**config.mk**
```make
export PLATFORM = sky130hd
export DESIGN_NAME = l2h_mix
export DESIGN_NICKNAME = d
export VERILOG_FILES = /design/src/hdl/l2h_pkg.sv /design/src/hdl/l2h_mix.sv
export SDC_FILE = /design/constraint.sdc
export NUM_CORES = 2
export LEC_CHECK = 0
export ABC_AREA = 1
export BUFFER_PORTS_ARGS = -buffer_cell sky130_fd_sc_hd__buf_2
export CELL_PAD_IN_SITES_DETAIL_PLACEMENT = 1
export CELL_PAD_IN_SITES_GLOBAL_PLACEMENT = 2
export CORE_MARGIN = 2
export CORE_UTILIZATION = 43
export CTS_CLUSTER_DIAMETER = 200
export CTS_CLUSTER_SIZE = 20
export DETAILED_ROUTE_END_ITERATION = 10
export PLACE_DENSITY_LB_ADDON = 0.1
export RECOVER_POWER = 100
export SLEW_MARGIN = 5
export SYNTH_ARGS = -nofsm -noshare
export SYNTH_HDL_FRONTEND = slang
export SYNTH_SLANG_ARGS = --single-unit
```
**constraint.sdc**
```tcl
create_clock -name clock -period 41.6 [get_ports clock]
set_input_delay 4.16 -clock clock [delete_from_list [all_inputs] [get_ports clock]]
set_output_delay 4.16 -clock clock [all_outputs]
set_load 0.03 [all_outputs]
```
**src/hdl/l2h_pkg.sv**
```systemverilog
// lookup2 hash package: accumulator and pipeline-word types, constants, one mix round
// no dependencies; imported by l2h_mix and lookup2_key_hash_bucket
`default_nettype none

package l2h_pkg;

   localparam logic [31:0] GOLDEN_INIT       = 32'h9e3779b9;
   localparam int          MIX_STAGES        = 9;
   localparam logic [3:0]  WORD_B_POS        = 4'd4;
   localparam logic [3:0]  WORD_C_POS        = 4'd8;
   localparam logic [3:0]  BLOCK_LAST        = 4'd11;
   localparam int          BUCKET_W          = 24;
   localparam logic [4:0]  BUCKET_BITS_RESET = 5'd10;
   localparam int          CSR_ADDR_W        = 3;
   localparam logic        REG_BUCKET_BITS   = 1'b0;

   typedef struct packed {
      logic [31:0] a;
      logic [31:0] b;
      logic [31:0] c;
   } abc_type;

   // one word moving through a mix pipeline
   typedef struct packed {
      logic        valid;
      logic        key_end;
      logic        mixed;
      logic        has_block;
      logic [31:0] len;
   } job_type;

   typedef enum logic [1:0] {
      ROLE_A,
      ROLE_B,
      ROLE_C
   } role_type;

   localparam abc_type INIT_ABC = '{a: GOLDEN_INIT, b: GOLDEN_INIT, c: 32'h0};

   localparam role_type MIX_ROLE [MIX_STAGES] = '{
      ROLE_A, ROLE_B, ROLE_C, ROLE_A, ROLE_B, ROLE_C, ROLE_A, ROLE_B, ROLE_C
   };

   localparam logic [4:0] MIX_SHIFT [MIX_STAGES] = '{
      5'd13, 5'd8, 5'd13, 5'd12, 5'd16, 5'd5, 5'd3, 5'd10, 5'd15
   };

   // one of the nine rounds of the lookup2 mix
   function automatic abc_type mix_step(input abc_type v, input logic [3:0] k);
      abc_type    r;
      logic [4:0] amt;
      r   = v;
      amt = MIX_SHIFT[k];
      case (MIX_ROLE[k])
         ROLE_A: r.a = (v.a - v.b - v.c) ^ (v.c >> amt);
         ROLE_B: r.b = (v.b - v.c - v.a) ^ (v.a << amt);
         ROLE_C: r.c = (v.c - v.a - v.b) ^ (v.b >> amt);
         default: r = v;
      endcase
      return r;
   endfunction

endpackage

`default_nettype wire

```
**src/hdl/l2h_mix.sv**
```systemverilog
// l2h_mix: the lookup2 mix as a nine-stage pipeline, one round per stage
// a word with mixed low passes through unchanged; depends on l2h_pkg
`default_nettype none

module l2h_mix import l2h_pkg::*; (
   input  wire logic    clock,
   input  wire logic    reset,
   input  wire logic    advance,
   input  wire abc_type in_abc,
   input  wire job_type in_job,
   output abc_type      out_abc,
   output job_type      out_job
);

   abc_type stage_src   [MIX_STAGES];
   abc_type stage_abc_in[MIX_STAGES];
   abc_type stage_abc_ff[MIX_STAGES];
   job_type stage_job_in[MIX_STAGES];
   job_type stage_job_ff[MIX_STAGES];

   genvar g;
   for (g = 0; g < MIX_STAGES; g++) begin : g_stage
      if (g == 0) begin : g_head
         assign stage_src[g]    = in_abc;
         assign stage_job_in[g] = in_job;
      end else begin : g_body
         assign stage_src[g]    = stage_abc_ff[g-1];
         assign stage_job_in[g] = stage_job_ff[g-1];
      end

      assign stage_abc_in[g] = stage_job_in[g].mixed ? mix_step(stage_src[g], 4'(g))
                                                     : stage_src[g];

      always_ff @(posedge clock) begin
         if (reset) begin
            stage_job_ff[g].valid <= 1'b0;
         end else if (advance) begin
            stage_job_ff[g] <= stage_job_in[g];
         end
      end

      always_ff @(posedge clock) begin
         if (advance) begin
            stage_abc_ff[g] <= stage_abc_in[g];
         end
      end
   end

   assign out_abc = stage_abc_ff[MIX_STAGES-1];
   assign out_job = stage_job_ff[MIX_STAGES-1];

endmodule

`default_nettype wire
```
# --- After elaboration in Yosys (flattened, before gate mapping) ---
# Memory sizes are Yosys's and may differ from the RTL's.
# Index checks and enable logic that the tools add are counted.
totals:
  regBits: 0
  ramBits: 1188
  inputBits: 135
  output_inout_bits: 132
  word_cells: 62
  n_memories: 2
classes:
  addsub: 18
  mux: 24
  bitwise_logic: 18
mem_list:
  columns: ["memory", "depth", "word_bits", "read_ports", "rd_ports_with_merged_regs", "wr", "line_no", "rtl"]
  rows:
  - ["stage_abc_ff", 9, 96, 9, 0, 9, "l2h_mix.sv:17", "abc_type stage_abc_ff[MIX_STAGES];"]
  - ["stage_job_ff", 9, 36, 9, 0, 9, "l2h_mix.sv:19", "job_type stage_job_ff[MIX_STAGES];"]
op_table:
  columns: ["op", "count"]
  rows:
  - ["$sub 32x32->32", 18]
  - ["$mux 96", 3]
  - ["$mux 64", 3]
  - ["$mux 32", 3]
  - ["$xor 32x32->32", 3]
  - ["$xor 32x19->32", 2]
  - ["$xor 32x17->32", 1]
  - ["$xor 32x20->32", 1]
  - ["$xor 32x27->32", 1]
  - ["$xor 32x29->32", 1]
  - ["$mux 1", 15]
  - ["$or 1x1->1", 9]

# --- Logic depth before layout (Yosys ltp) ---
# An unclocked memory read counts as a cell.
depth:
  ltp_word: 5
  depth_mapped: 17
  depth_no_buf: 17

# --- Least setup slack after synthesis ---
# Ideal clock, no wire load.
synth_timing:
  path_kind: "input -> register"
  start: "input port advance"
  end: "memory stage_job_ff[0][35] (netlist bit), data pin"
  setup_ns: 0.247
  arrival_ns: 21.593
  required_ns: 41.353
  path_slack_ns: 19.760
  stages: 4
  n_path_buf: 0
  path_cell_list: "inv_1 -> nor2_1 -> clkinv_1 -> nor2_1"
synth_rtl:
  columns: ["element", "line_no", "rtl"]
  rows:
  - ["start, declared", "l2h_mix.sv:8", "input wire logic advance,"]
  - ["end, declared", "l2h_mix.sv:19", null]

==> metrics.cfg <==
[status]
result_of_the_run = finished, violations left
violated_checks = capacitance limit, slew limit

[clocking]
cts_inserted_buffers = 69
cts.root.buffer_cell = sky130_fd_sc_hd__clkbuf_16
cts_num_sinks = 1188
postCtsSetupBuffers = 0
clockBufferDepth = 3
cts_resized = 0
hold_buffers = 0
clk_pin_slew_worst_paths_ps = 80
cts-htree-levels = 3
clock_latency_late_sink_ps = 720
cts_tree = built

[place]
port_buffers = 266
dp.final_hpwl_microns = 180000
count_of_placed_standard_cells_including_taps = 10057
finalWeightedCongestion = 0.958

[pwr]
ir_worst_vdd_mv = 0.0397
power_switching_share_pct = 49.5
power.clock.fraction_pct = 11.2
power.leakage_uw = 0.0360
pwr-share-seq_pct = 30.4
internal_power_uw = 3120
power_per_cell_area_nw_per_um2 = 81.6
net-switching-power_uw = 3060
comb_power_share_pct = 58.4

[route]
drt-total-wl_microns = 213000
vias = 49051
post-route-drc-count = 0
route.antenna.remaining_nets = 0
post_drt_via_cell_ratio = 4.84
wl_per_cell_microns = 21.0
detail_route.first_pass.iterations = 5
drt_iter0_markers = 2046

[logic_synthesis]
dominantRegCellSynth = sky130_fd_sc_hd__edfxtp_1
synthDominantCellAreaShare_pct = 50.8
syn_inst = 7645
synth.lib_cells_used.distinct = 36
synth.area.top_cells = sky130_fd_sc_hd__edfxtp_1 (51%), sky130_fd_sc_hd__nand2_1 (14%), sky130_fd_sc_hd__inv_1 (8.8%)
synth_async_sr_flop_share_pct = 0
synth-seq-area-share_pct = 50.8
synthesis.area_sq_um = 70200
postSynthAreaPerCell_sq_um = 9.18
postSynthNetCount = 8350
count_of_flip_flops_with_a_built_in_enable_after_synthesis = 1188
synth_area_leader_cell = sky130_fd_sc_hd__edfxtp_1
ys_ff_latch = 1188
synth_warnings = 0

[critical_path]
cp.required_ps = 41670
crit_fanout = 163
critPathArrivalTime_ps = 20060
r2r_slack_ps = 37690
setup.worst_path.start_class = input pin
crit_type = input pin to flop
cp-end-kind = flop

[final_layout]
drive_above_1_share_pct = 3.71
layout.area.seq_sq_um = 35700
antenna_diode_count = 0
multi_input_gate_area_sq_um = 28000
layout.cells.most_common = sky130_fd_sc_hd__nand2_1
layout.core_utilization_pct = 46.6
synthesis_to_finish_area_growth_pct = 7.88
layout_nets = 8658
nFillCells = 18945
most-common-layout-cells = sky130_fd_sc_hd__nand2_1 (2583), sky130_fd_sc_hd__inv_1 (1652), sky130_fd_sc_hd__edfxtp_1 (1188)
final_cell_count_no_fill = 10133

[die]
die_area_sq_um = 166000
number_of_top_level_pins = 267
die-width_microns = 408
die_height_microns = 408
coreArea_sq_um = 162000
initial_utilization_pct = 43.2
core.rowCount = 148

[global_routing]
grtUsageMet1_pct = 24.8
grt_busiest_layer = met2
number_of_global_route_vias_before_repair = 53907
met3_usage_pct = 1.89
grt_antenna_before_repair = 0
grt_use_met2_pct = 51.3
globalRoute.totalOverflow = 0
overall_fraction_of_global_route_tracks_in_use_pct = 25.6
grt_start_max_net_pins = 204
grt_pass1_wl_microns = 317000

[sta]
post_route_clock_skew_ps = 27.7
hold_violations = 0
totalNegativeSetupSlack_ps = 0
max_clock_freq_mhz = 50.0
whs_ps = 400
worst_slew_margin_rel_pct = -570
rsz_0062_raised_after_global_routing = false
slew_viol_final = 1795
fin_crit_ps = 19990
final_clock_period_utilization_by_the_worst_path_pct = 48.1
worstMarginPinSlew_ps = 10040
finalSetupViolCount = 0

[job]
drv.max_cap_violation_count = 32

[min_path]
hp-class = flop to flop

-- registers in the layout (all words and copies together) (netlist names) --
register      count
stage_job_ff    324
stage_abc_ff    864
-- worst max-delay path: stages --
cell and delay [ps]:
sky130_fd_sc_hd__clkbuf_1 940, sky130_fd_sc_hd__clkbuf_1 3860, sky130_fd_sc_hd__clkbuf_1 2680, sky130_fd_sc_hd__clkbuf_1 2440
sky130_fd_sc_hd__clkbuf_1 5700
-- path summary, 6_finish.rpt --
check / from / to / cells after the start
worst max-delay path: advance / stage_abc_ff[2][93] / 5
worst min-delay path: stage_job_ff[1][10] / stage_job_ff[2][10] / 0
worst min register to register: stage_job_ff[1][10] / stage_job_ff[2][10] / 0
worst max register to register: stage_job_ff[1][33] / stage_abc_ff[0][198] / 3
-- per-layer routing --
metal  routed length [microns]  up-vias  part of all wire (%)
met2                    118000      751                    55
li1                          -    24291                     -
met5                         0        -                     0
met4                     15700        0                   7.4
met3                      4140      416                   1.9
met1                     75200    23593                    35
-- power groups by stage --
stage | Clock, uW | Sequential (uW) | Combinational (uW)
after global placement | 0 | 1890 | 3520
after floorplan | 0 | 1810 | 2460
final | 691 | 1880 | 3610
after detailed placement | 0 | 1900 | 3640
after global routing | 750 | 1900 | 4060
after CTS | 720 | 1870 | 3650
-- cell type report --
cell class	count	area share [%]
clock buffers	69	2.28
multi-input cells	4741	37.0
inverters	1659	8.23
flip-flops and latches	1188	47.1
clock inverters	7	0.164
well taps	2175	3.59
repair buffers	294	1.59
-- cell usage after synthesis (3+ instances only) --
| cell type | n |
|---|---|
| sky130_fd_sc_hd__nand3b_1 | 82 |
| sky130_fd_sc_hd__nand4_1 | 23 |
| sky130_fd_sc_hd__inv_1 | 1654 |
| sky130_fd_sc_hd__o21bai_1 | 16 |
| sky130_fd_sc_hd__clkinv_1 | 3 |
| sky130_fd_sc_hd__or2_1 | 16 |
| sky130_fd_sc_hd__xnor2_1 | 118 |
| sky130_fd_sc_hd__ha_1 | 297 |
| sky130_fd_sc_hd__and3_1 | 8 |
| sky130_fd_sc_hd__or2_2 | 43 |
| sky130_fd_sc_hd__fa_1 | 273 |
| sky130_fd_sc_hd__nor2_4 | 3 |
| sky130_fd_sc_hd__nand3_2 | 12 |
| sky130_fd_sc_hd__clkbuf_1 | 40 |
| sky130_fd_sc_hd__a21o_1 | 14 |
| sky130_fd_sc_hd__nand3_1 | 332 |
| sky130_fd_sc_hd__nor2_2 | 15 |
| sky130_fd_sc_hd__buf_2 | 15 |
| sky130_fd_sc_hd__nand2_2 | 66 |
| sky130_fd_sc_hd__o21ai_0 | 83 |
| sky130_fd_sc_hd__a21oi_1 | 186 |
| sky130_fd_sc_hd__o21ai_1 | 5 |
| sky130_fd_sc_hd__edfxtp_1 | 1188 |
| sky130_fd_sc_hd__nor2_1 | 366 |
| sky130_fd_sc_hd__and2_1 | 7 |
| sky130_fd_sc_hd__o31ai_1 | 4 |
| sky130_fd_sc_hd__nor3_1 | 24 |
| sky130_fd_sc_hd__nand2_1 | 2580 |
| sky130_fd_sc_hd__xor2_1 | 162 |
-- cells by family after synthesis --
| family | Yosys count | share of synthesized area, % |
|---|---|---|
| fa+ha+maj | 570 | 13.1 |
| flops | 1188 | 50.8 |
| simple gates | 3580 | 21.0 |
| buf+inv | 1716 | 9.21 |
| compound gates | 311 | 2.35 |
| xor+xnor | 280 | 3.49 |
-- metrics by stage --
stage               total power (uW)  setup WS [ps]  cell area, sq um
floorplan                       4270          19760             70200
global placement                5410          34050             74300
detailed placement              5540          33930             74300
CTS                             6250          34700             76100
global route                    6700          19350             75700
finish                          6180          21610             75700
Note: power is estimated with default switching activity, not from simulation.
